[config.mk]
export PLATFORM = sky130hd
export DESIGN_NAME = inter_register_alu_core
export DESIGN_NICKNAME = d
export VERILOG_FILES = /design/src/sv/ira_pkg.sv /design/src/sv/inter_register_alu_core.sv
export SDC_FILE = /design/constraint.sdc
export NUM_CORES = 1
export LEC_CHECK = 0
export BUFFER_PORTS_ARGS = -buffer_cell sky130_fd_sc_hd__buf_2
export CAP_MARGIN = 0
export CORE_MARGIN = 4
export CORE_UTILIZATION = 30
export DETAILED_ROUTE_END_ITERATION = 8
export PLACE_DENSITY = 0.52
export SLEW_MARGIN = 15
export SYNTH_ARGS = -nofsm -noshare
export SYNTH_HDL_FRONTEND = slang
export SYNTH_SLANG_ARGS = --single-unit
[constraint.sdc]
create_clock -name aclk -period 4.9 [get_ports aclk]
set_input_delay 0.98 -clock aclk [delete_from_list [all_inputs] [get_ports aclk]]
set_output_delay 0.98 -clock aclk [all_outputs]
set_load 0.03 [all_outputs]
[src/sv/ira_pkg.sv]
package ira_pkg;

    // Command field of an input word
    typedef enum logic [1:0] {
        CMD_EXEC  = 2'd0,
        CMD_WRITE = 2'd1,
        CMD_READ  = 2'd2
    } cmd_t;

    // Inter-register ALU operations
    typedef enum logic [2:0] {
        OP_ADDR = 3'd0,
        OP_ADCR = 3'd1,
        OP_SUBR = 3'd2,
        OP_SBCR = 3'd3,
        OP_ANDR = 3'd4,
        OP_ORR  = 3'd5,
        OP_EORR = 3'd6,
        OP_CMPR = 3'd7
    } alu_op_t;

    // Register codes
    localparam logic [3:0] RC_D    = 4'd0;
    localparam logic [3:0] RC_X    = 4'd1;
    localparam logic [3:0] RC_Y    = 4'd2;
    localparam logic [3:0] RC_U    = 4'd3;
    localparam logic [3:0] RC_S    = 4'd4;
    localparam logic [3:0] RC_PC   = 4'd5;
    localparam logic [3:0] RC_W    = 4'd6;
    localparam logic [3:0] RC_V    = 4'd7;
    localparam logic [3:0] RC_A    = 4'd8;
    localparam logic [3:0] RC_B    = 4'd9;
    localparam logic [3:0] RC_CC   = 4'd10;
    localparam logic [3:0] RC_DP   = 4'd11;
    localparam logic [3:0] RC_Z0   = 4'd12;
    localparam logic [3:0] RC_Z1   = 4'd13;
    localparam logic [3:0] RC_E    = 4'd14;
    localparam logic [3:0] RC_F    = 4'd15;

    localparam logic [15:0] BYTE_FILL = 16'hFF00;

    // Condition code bit positions
    localparam int unsigned CC_N = 3;
    localparam int unsigned CC_Z = 2;
    localparam int unsigned CC_V = 1;
    localparam int unsigned CC_C = 0;

    typedef struct packed {
        logic [7:0]  acc_a;
        logic [7:0]  acc_b;
        logic [7:0]  acc_e;
        logic [7:0]  acc_f;
        logic [15:0] index_x;
        logic [15:0] index_y;
        logic [15:0] user_stack;
        logic [15:0] system_stack;
        logic [15:0] program_counter;
        logic [15:0] value_reg;
        logic [7:0]  flags;
        logic [7:0]  direct_page;
    } regfile_t;

endpackage

[src/sv/inter_register_alu_core.sv]
// Channel | Handshake       | Fields                                                 | Dir
// --------+-----------------+--------------------------------------------------------+----
// input   | s_valid s_ready | s_command s_alu_op s_src_code s_dst_code s_write_value | in
// result  | m_valid m_ready | m_result_value m_condition_codes                       | out
//
// One word per cycle sustained while m_ready stays high; an accepted word waits in the
// input register until the result slot frees, then enters the result register. The
// register file updates as a word leaves the input register, so the next word always
// sees the previous word's writes. Reset (aresetn low, synchronous) clears both stage
// valids and every architectural register. With m_ready low the result holds; one more
// word is still taken into the input register before s_ready drops.
module inter_register_alu_core (
    input  logic        aclk,
    input  logic        aresetn,
    input  logic        s_valid,
    output logic        s_ready,
    input  logic [1:0]  s_command,
    input  logic [2:0]  s_alu_op,
    input  logic [3:0]  s_src_code,
    input  logic [3:0]  s_dst_code,
    input  logic [15:0] s_write_value,
    output logic        m_valid,
    input  logic        m_ready,
    output logic [15:0] m_result_value,
    output logic [7:0]  m_condition_codes
);
    import ira_pkg::*;

    // Input register
    logic        in_valid_reg, in_valid_next;
    logic [1:0]  in_cmd_reg;
    logic [2:0]  in_op_reg;
    logic [3:0]  in_src_reg;
    logic [3:0]  in_dst_reg;
    logic [15:0] in_wval_reg;

    // Result register
    logic        out_valid_reg, out_valid_next;
    logic [15:0] out_value_reg;
    logic [7:0]  out_cc_reg;

    // Architectural registers
    regfile_t rf_reg, rf_next;

    logic        advance;
    logic [15:0] src_val, dst_val;
    logic [15:0] alu_res;
    logic [15:0] res_value;
    logic [15:0] opnd_b;
    logic [16:0] sum;
    logic        cin;
    logic        is_sub;
    logic        is_logic;
    logic [7:0]  cc_alu;
    logic        wr_en;
    logic [3:0]  wr_code;
    logic [15:0] wr_data;

    // Read a register by code; 8-bit registers fill the high byte with ones.
    function automatic logic [15:0] read_reg(input regfile_t rf, input logic [3:0] code);
        logic [15:0] v;
        begin
            case (code)
                RC_D:    v = {rf.acc_a, rf.acc_b};
                RC_X:    v = rf.index_x;
                RC_Y:    v = rf.index_y;
                RC_U:    v = rf.user_stack;
                RC_S:    v = rf.system_stack;
                RC_PC:   v = rf.program_counter;
                RC_W:    v = {rf.acc_e, rf.acc_f};
                RC_V:    v = rf.value_reg;
                RC_A:    v = BYTE_FILL | {8'h00, rf.acc_a};
                RC_B:    v = BYTE_FILL | {8'h00, rf.acc_b};
                RC_CC:   v = BYTE_FILL | {8'h00, rf.flags};
                RC_DP:   v = BYTE_FILL | {8'h00, rf.direct_page};
                RC_E:    v = BYTE_FILL | {8'h00, rf.acc_e};
                RC_F:    v = BYTE_FILL | {8'h00, rf.acc_f};
                default: v = 16'h0000;
            endcase
            return v;
        end
    endfunction

    // Pipeline control: the input word moves on whenever the result slot frees.
    assign advance  = in_valid_reg && (!out_valid_reg || m_ready);
    assign s_ready  = !in_valid_reg || advance;

    assign src_val = read_reg(rf_reg, in_src_reg);
    assign dst_val = read_reg(rf_reg, in_dst_reg);

    // Adder shared by all arithmetic ops; subtract adds the complement.
    always_comb begin
        case (alu_op_t'(in_op_reg))
            OP_ADDR: begin is_sub = 1'b0; cin = 1'b0;                  end
            OP_ADCR: begin is_sub = 1'b0; cin = rf_reg.flags[CC_C];    end
            OP_SUBR: begin is_sub = 1'b1; cin = 1'b1;                  end
            OP_SBCR: begin is_sub = 1'b1; cin = !rf_reg.flags[CC_C];   end
            OP_CMPR: begin is_sub = 1'b1; cin = 1'b1;                  end
            default: begin is_sub = 1'b0; cin = 1'b0;                  end
        endcase
        opnd_b = is_sub ? ~src_val : src_val;
        sum    = {1'b0, dst_val} + {1'b0, opnd_b} + {16'h0000, cin};
    end

    always_comb begin
        is_logic = 1'b0;
        case (alu_op_t'(in_op_reg))
            OP_ANDR: begin alu_res = dst_val & src_val; is_logic = 1'b1; end
            OP_ORR:  begin alu_res = dst_val | src_val; is_logic = 1'b1; end
            OP_EORR: begin alu_res = dst_val ^ src_val; is_logic = 1'b1; end
            default: alu_res = sum[15:0];
        endcase

        cc_alu       = rf_reg.flags;
        cc_alu[CC_N] = alu_res[15];
        cc_alu[CC_Z] = (alu_res == 16'h0000);
        if (is_logic) begin
            cc_alu[CC_V] = 1'b0;
        end else begin
            cc_alu[CC_V] = ((dst_val[15] ^ alu_res[15]) & (opnd_b[15] ^ alu_res[15]));
            cc_alu[CC_C] = is_sub ? !sum[16] : sum[16];
        end
    end

    // Decode the command into at most one register write, the ALU flags and a result value.
    always_comb begin
        rf_next   = rf_reg;
        wr_en     = 1'b0;
        wr_code   = in_dst_reg;
        wr_data   = in_wval_reg;
        res_value = 16'h0000;

        case (cmd_t'(in_cmd_reg))
            CMD_EXEC: begin
                res_value     = alu_res;
                rf_next.flags = cc_alu;
                wr_en         = (alu_op_t'(in_op_reg) != OP_CMPR);
                // 8-bit destinations keep the low byte; the write below truncates
                wr_data       = alu_res;
            end
            CMD_WRITE: begin
                wr_en = 1'b1;
            end
            CMD_READ: begin
                res_value = dst_val;
            end
            default: ;
        endcase

        if (wr_en) begin
            case (wr_code)
                RC_D:    {rf_next.acc_a, rf_next.acc_b} = wr_data;
                RC_X:    rf_next.index_x         = wr_data;
                RC_Y:    rf_next.index_y         = wr_data;
                RC_U:    rf_next.user_stack      = wr_data;
                RC_S:    rf_next.system_stack    = wr_data;
                RC_PC:   rf_next.program_counter = wr_data;
                RC_W:    {rf_next.acc_e, rf_next.acc_f} = wr_data;
                RC_V:    rf_next.value_reg       = wr_data;
                RC_A:    rf_next.acc_a           = wr_data[7:0];
                RC_B:    rf_next.acc_b           = wr_data[7:0];
                RC_CC:   rf_next.flags           = wr_data[7:0];
                RC_DP:   rf_next.direct_page     = wr_data[7:0];
                RC_E:    rf_next.acc_e           = wr_data[7:0];
                RC_F:    rf_next.acc_f           = wr_data[7:0];
                default: ; // zero register: drop the write
            endcase
        end
    end

    // Valid flags of both stages
    always_comb begin
        in_valid_next = in_valid_reg;
        if (s_valid && s_ready) begin
            in_valid_next = 1'b1;
        end else if (advance) begin
            in_valid_next = 1'b0;
        end

        out_valid_next = out_valid_reg;
        if (advance) begin
            out_valid_next = 1'b1;
        end else if (m_ready) begin
            out_valid_next = 1'b0;
        end
    end

    always_ff @(posedge aclk) begin
        if (!aresetn) begin
            in_valid_reg  <= 1'b0;
            out_valid_reg <= 1'b0;
            rf_reg        <= '0;
        end else begin
            in_valid_reg  <= in_valid_next;
            out_valid_reg <= out_valid_next;
            // commit architectural state only when the word moves on
            if (advance) begin
                rf_reg <= rf_next;
            end
        end
    end

    // Payload registers: the input side captures on accept, the result side on advance; both hold otherwise
    always_ff @(posedge aclk) begin
        if (s_valid && s_ready) begin
            in_cmd_reg  <= s_command;
            in_op_reg   <= s_alu_op;
            in_src_reg  <= s_src_code;
            in_dst_reg  <= s_dst_code;
            in_wval_reg <= s_write_value;
        end
        if (advance) begin
            out_value_reg <= res_value;
            out_cc_reg    <= rf_next.flags;
        end
    end

    assign m_valid           = out_valid_reg;
    assign m_result_value    = out_value_reg;
    assign m_condition_codes = out_cc_reg;

endmodule

==> flow_metrics.tcl, run 1 <==
set metrics [dict create \
    synth_area_leaders "dfxtp_1 25%, edfxtp_1 13%, nor2_1 6.5%" \
    grt_pass1_vias 11400 \
    seq_area_um2 4510 \
    hold_viol_final 0 \
    hold_depth 2 \
    hold_class "flop to flop" \
    status "finished clean" \
    dp_hpwl_um 39900 \
    p_leak_nw 5.45 \
    num_vias 12200 \
    post-route-min-period_ns 4.74 \
    fmax_mhz 211 \
    crit_required_ns 5.19 \
    n_antenna_cell 0 \
    drive_gt1_frac 0.193 \
    insertion_delay_ns 0.48 \
    reg2reg_depth 20 \
    power_mw 4.01 \
    remaining_drc_errors 0 \
    start_util 0.305 \
    ys_ff_latch 199 \
    drt_pass1_iterations 8 \
    synth-edff-count 53 \
    ys_types 86 \
    multi_input_area_um2 6870 \
    avgViaCountPerCell 5.86 \
    synth_seq_area_share 0.381 \
    synth_top_cell_by_area "dfxtp_1" \
    grt_antenna_before_repair 0 \
    slew_violations 0 \
    synth_top_area_share 0.247 \
    clk_pin_slew_ns 0.08 \
    switching_power_mw 1.27 \
    drt_wl_total_um 54000 \
    synthTopCellsByCount "204 x nor2_1, 159 x nand2_1, 146 x dfxtp_1" \
    p_int_mw 2.74 \
    grt_most_used_layer "met2" \
    comb_power_share 0.202 \
    overflow 0 \
    grt_pass1_wl_um 77700 \
    track_usage 0.248 \
    wl_per_cell_um 26.0 \
    fill_cells 3988 \
    rsz0062_at_grt "true" \
    grt_use_met3 0.0470 \
    largest_register_ffs 140 \
    fin_nets 1626 \
    synth_cells 1431 \
    p_per_area_nw_per_um2 282 \
    antenna_left 0 \
    numCtsBuffers 17 \
    fp-row-count 72 \
    ys.flop_type "dfxtp_1" \
    clockBufferDepth 2 \
    worstSetupEndpointType "flop" \
    async_reset_ff_frac 0 \
    io_buffers 58 \
    io_pins 59 \
    dieArea_um2 42700 \
    swShare 0.317 \
    synthesis.area_um2 11800 \
    met1_usage 0.341 \
    hold_path.startpoint "rf_reg[47]" \
    skew_ns 0.0245 \
    syn_nets 1513 \
    synthMostInstantiatedCell "nor2_1" \
    clkPwrFrac 0.359 \
    die_w_um 207 \
    critical_path.max_fanout 13 \
    clkSinkCount 199 \
    start_kind "flop" \
    cts_root_buffer "clkbuf_16" \
    yosysWarnings 0 \
    fp.dieH_um 207 \
    post-route-util 0.366 \
    p_seq_frac 0.439 \
    max-cap-violations 0 \
    setup.worst_path.class "flop to flop" \
    setup_viol 0 \
    syn_to_final_growth_pct 20.2 \
    rr_startpoint "in_src_reg[3]" \
    period_share 0.968 \
    htree_levels 4 \
    relSlewSlack 0.175 \
    gp_congestion 1.01 \
    core_um2 38800 \
    tritoncts "yes" \
    crit_path_start "in_src_reg[3]" \
    synth_area_per_cell_um2 8.27 \
    critical_path_arrival_ns 5.04 \
    grt_max_degree 54 \
    tightest_slew_ns 1.24 \
    met2_usage 0.380 \
    ir_drop_mv 0.229 \
    drt-initial-drc-count 1524 \
]
-- final cells by class --
class / count / area share
clock buffers: 21 / 0.0334
clock inverters: 11 / 0.00721
inverters: 45 / 0.0121
multi-input cells: 1076 / 0.483
flip-flops and latches: 199 / 0.317
well taps: 518 / 0.0456
repair buffers: 205 / 0.102
-- power groups by stage --
stage / logic, mW / registers, mW / clock network, mW
finish: 0.809 / 1.76 / 1.44
global route: 0.865 / 1.76 / 1.53
CTS: 0.774 / 1.76 / 1.47
detailed placement: 0.770 / 1.80 / 0
global placement: 0.769 / 1.80 / 0
floorplan: 0.419 / 1.80 / 0
-- layout by cell type, fill, tap and decap left out, types with 14 or more instances in the layout --
cell       Yosys  layout
dfxtp_1      146     146
nor2b_1       16      14
edfxtp_1      53      53
buf_2         21      59
clkbuf_16      0      18
o21ai_0       51      50
nand3_1       32      32
a22o_1        16      16
a21oi_1      124     123
inv_1         43      42
nor3_1        20      15
mux2i_1       18      18
a211oi_1      79      77
and3_1        24      24
a222oi_1      35      35
ha_1          47      46
buf_4          1     141
nand2_1      159     158
nor2_1       204     198
a22oi_1       54      54
-- routing by layer --
metal	part of all wire	vias to the layer above
met5	0	-
met4	0.045	0
met3	0.078	127
met2	0.44	622
met1	0.43	5871
li1	-	5543
-- kinds of logic after synthesis --
logic type | Yosys count | share of synthesized area
AND/OR/NAND/NOR | 524 | 0.203
XOR/XNOR | 20 | 0.0154
adder cells (fa/ha/maj) | 49 | 0.0531
multiplexers | 20 | 0.0171
buffers and inverters | 156 | 0.0520
flip-flops | 199 | 0.381
AO/OA/AOI/OAI | 463 | 0.278
-- worst paths after layout --
check                              end  slack (ns)
hold / removal              rf_reg[47]        0.48
setup / recovery  m_condition_codes[2]        0.16
hold reg to reg             rf_reg[47]        0.48
setup reg to reg  m_condition_codes[2]        0.16
-- worst max-delay path, cell delays in order (launching register included) --
cell	delay, ns
edfxtp_1	0.36
buf_4	0.20
nand2b_1	0.23
nor3_1	0.25
buf_4	0.32
a22oi_1	0.13
o311ai_0	0.19
nor4_4	0.07
buf_4	0.17
xor2_1	0.14
ha_1	0.35
nor2b_2	0.19
buf_4	0.14
o31ai_4	0.32
a21oi_2	0.14
a21bo_1	0.23
a2111oi_4	0.39
nor2_2	0.08
nand4b_1	0.22
o31a_1	0.27
mux2i_1	0.17
-- per-stage QoR --
stage                     cells  instance area [um2]  hold slack [ns]  TNS [ns]  setup WS (ns)
after floorplan            1431                11800            0.448         0          0.387
after global placement     2034                13400            0.465         0         0.0120
after detailed placement   2034                13400            0.466         0         0.0468
after CTS                  2068                14000            0.477         0         0.0664
after global routing       2075                14200            0.493    -0.106        -0.0671
final                      2075                14200            0.479         0          0.156
-- what timing repair did --
action                     in CTS  in global routing
buffers inserted                2                  7
hold buffers                    0                  0
cloned                          0                  0
gates resized for setup         1                 31
pin swaps                       0                 10
setup endpoints to repair       1                 83
(Power assumes the default switching activity.)
==> inputs of run 2 (changes only) <==
--- a/config.mk
+++ b/config.mk
@@ -11,6 +11,7 @@
 export CORE_UTILIZATION = 30
 export DETAILED_ROUTE_END_ITERATION = 8
 export PLACE_DENSITY = 0.52
+export RECOVER_POWER = 50
 export SLEW_MARGIN = 15
 export SYNTH_ARGS = -nofsm -noshare
 export SYNTH_HDL_FRONTEND = slang
==> run 2 against run 1 <==
  * The flow now finishes with violations (capacitance limit, slew limit)
  * Final area decreased by 0.44%
  * Via count fell by 0.11%
  * Register-to-register slack got worse by 0.04 ns
  * Power about the same
  * Setup slack got worse by 0.039 ns
  * Clock power is essentially flat
  * Fmax down 0.81%
  * Hold slack improved by 0.0015 ns
  * First-iteration DRC count rose by 1.8%
  * Sequential power about the same
  * Sequential share of layout area rose by 0.14 points
  * Flip-flop and latch count stayed put
  * Critical endpoint is now rf_reg[8]
==> flow_metrics.tcl, run 2 (same netlist as run 1, synthesis figures left out) <==
set metrics [dict create \
    clockBufferDepth 2 \
    antenna_left 0 \
    ir_drop_mv 0.228 \
    grt_pass1_vias 11400 \
    dieArea_um2 42700 \
    skew_ns 0.0270 \
    core_um2 38800 \
    crit_end "rf_reg[8]" \
    rsz0062_at_grt "true" \
    drt_wl_total_um 53900 \
    post-route-min-period_ns 4.78 \
    crit_path_start "in_src_reg[3]" \
    htree_levels 4 \
    wl_per_cell_um 26.0 \
    slew_violations 64 \
    n_antenna_cell 0 \
    layout_common_cells "199 x nor2_1, 158 x nand2_1, 146 x dfxtp_1" \
    fp.dieH_um 207 \
    status "complete, but fails checks" \
    multi_input_area_um2 6860 \
    fin_nets 1626 \
    power_mw 4.00 \
    gp_congestion 1.01 \
    layout_commonest_cell "nor2_1" \
    remaining_drc_errors 0 \
    hold_viol_final 0 \
    insertion_delay_ns 0.48 \
    die_w_um 207 \
    drive_gt1_frac 0.169 \
    avgViaCountPerCell 5.86 \
    fill_cells 4004 \
    drt_pass1_iterations 8 \
    drt-initial-drc-count 1552 \
    grt_pass1_wl_um 77700 \
    clkSinkCount 199 \
    io_buffers 58 \
    seq_area_um2 4510 \
    p_per_area_nw_per_um2 283 \
    grt_max_degree 54 \
    max-cap-violations 2 \
    clk_pin_slew_ns 0.08 \
    crit_required_ns 5.29 \
    syn_to_final_growth_pct 19.7 \
    worstSetupEndpointType "flop" \
    setup.worst_path.class "flop to flop" \
    fp-row-count 72 \
    fmax_mhz 209 \
    largest_register_ffs 140 \
    p_leak_nw 5.34 \
    r2r_slack_ns 0.12 \
    reg2reg_depth 21 \
    cts_root_buffer "clkbuf_16" \
    start_util 0.305 \
    start_kind "flop" \
    grt_antenna_before_repair 0 \
    critical_path_arrival_ns 5.17 \
    rr_startpoint "in_src_reg[3]" \
    dp_hpwl_um 39900 \
    track_usage 0.248 \
    period_share 0.976 \
    tritoncts "yes" \
    timing.rr.end "rf_reg[8]" \
    tightest_slew_ns 2.50 \
    numCtsBuffers 17 \
    setup_viol 0 \
    critical_path.max_fanout 13 \
    post-route-util 0.365 \
    io_pins 59 \
    relSlewSlack -0.667 \
    overflow 0 \
    num_vias 12200 \
    violations "capacitance limit, slew limit" \
    hold_class "flop to flop" \
]
[run 2: critical path, stage by stage (launching register included)]
cell and delay [ns]:
edfxtp_1 0.36, buf_4 0.20, nand2b_1 0.23, nor3_1 0.24
buf_4 0.32, a22oi_1 0.13, o311ai_0 0.19, nor4_4 0.06
buf_4 0.16, xor2_1 0.14, ha_1 0.35, nor2b_2 0.19
buf_4 0.14, o31ai_4 0.32, a2111oi_4 0.13, o31a_1 0.33
buf_4 0.14, or4_4 0.42, a31oi_4 0.22, a21o_1 0.16
nand2_1 0.06, a21oi_1 0.18
[run 2: cell type report]
type | count | area share
well taps | 518 | 0.0458
inverters | 45 | 0.0121
repair buffers | 205 | 0.0979
flip-flops and latches | 199 | 0.319
clock buffers | 21 | 0.0336
clock inverters | 11 | 0.00725
multi-input cells | 1076 | 0.485
[run 2: where the power goes]
part / switching [mW] / total (mW) / internal (mW)
Clock: 0.722 / 1.44 / 0.721
Sequential: 0.0326 / 1.76 / 1.73
Combinational: 0.520 / 0.802 / 0.282
Total: 1.27 / 4.00 / 2.73
[run 2: stage by stage]
step	setup WS, ns	TNS [ns]	hold slack, ns	std cells	cell area [um2]
global route	-0.0671	-0.276	0.493	2075	14200
detailed placement	0.0468	0	0.466	2034	13400
global placement	0.0120	0	0.465	2034	13400
CTS	0.0664	0	0.477	2068	14000
floorplan	0.387	0	0.448	1431	11800
finish	0.117	0	0.481	2075	14200
[run 2: layer usage]
layer  routed length, um  track usage  vias up  share of wire
met5                   0            0        -              0
li1                    -            -     5545              -
met1               23200        0.341     5843           0.43
met2               23700        0.380      633           0.44
met3                4430       0.0470      129          0.082
met4                2480        0.111        0          0.046
[run 2: worst min path at each step]
| stage | to | cells past startpoint | start | slack (ns) |
|---|---|---|---|---|
| finish | rf_reg[95] | 2 | rf_reg[95] | 0.48 |
| global route | rf_reg[47] | 2 | rf_reg[47] | 0.49 |
| CTS | rf_reg[47] | 2 | rf_reg[47] | 0.48 |
| detailed placement | rf_reg[47] | 2 | rf_reg[47] | 0.47 |
| global placement | rf_reg[31] | 2 | rf_reg[31] | 0.47 |
| floorplan | rf_reg[31] | 2 | rf_reg[31] | 0.45 |
[run 2: repair_timing]
item,CTS,global route
setup buffers,2,7
pin swaps,0,10
resized for setup,1,31
setup endpoints to repair,1,83
cloned,0,0
hold buffers,0,0
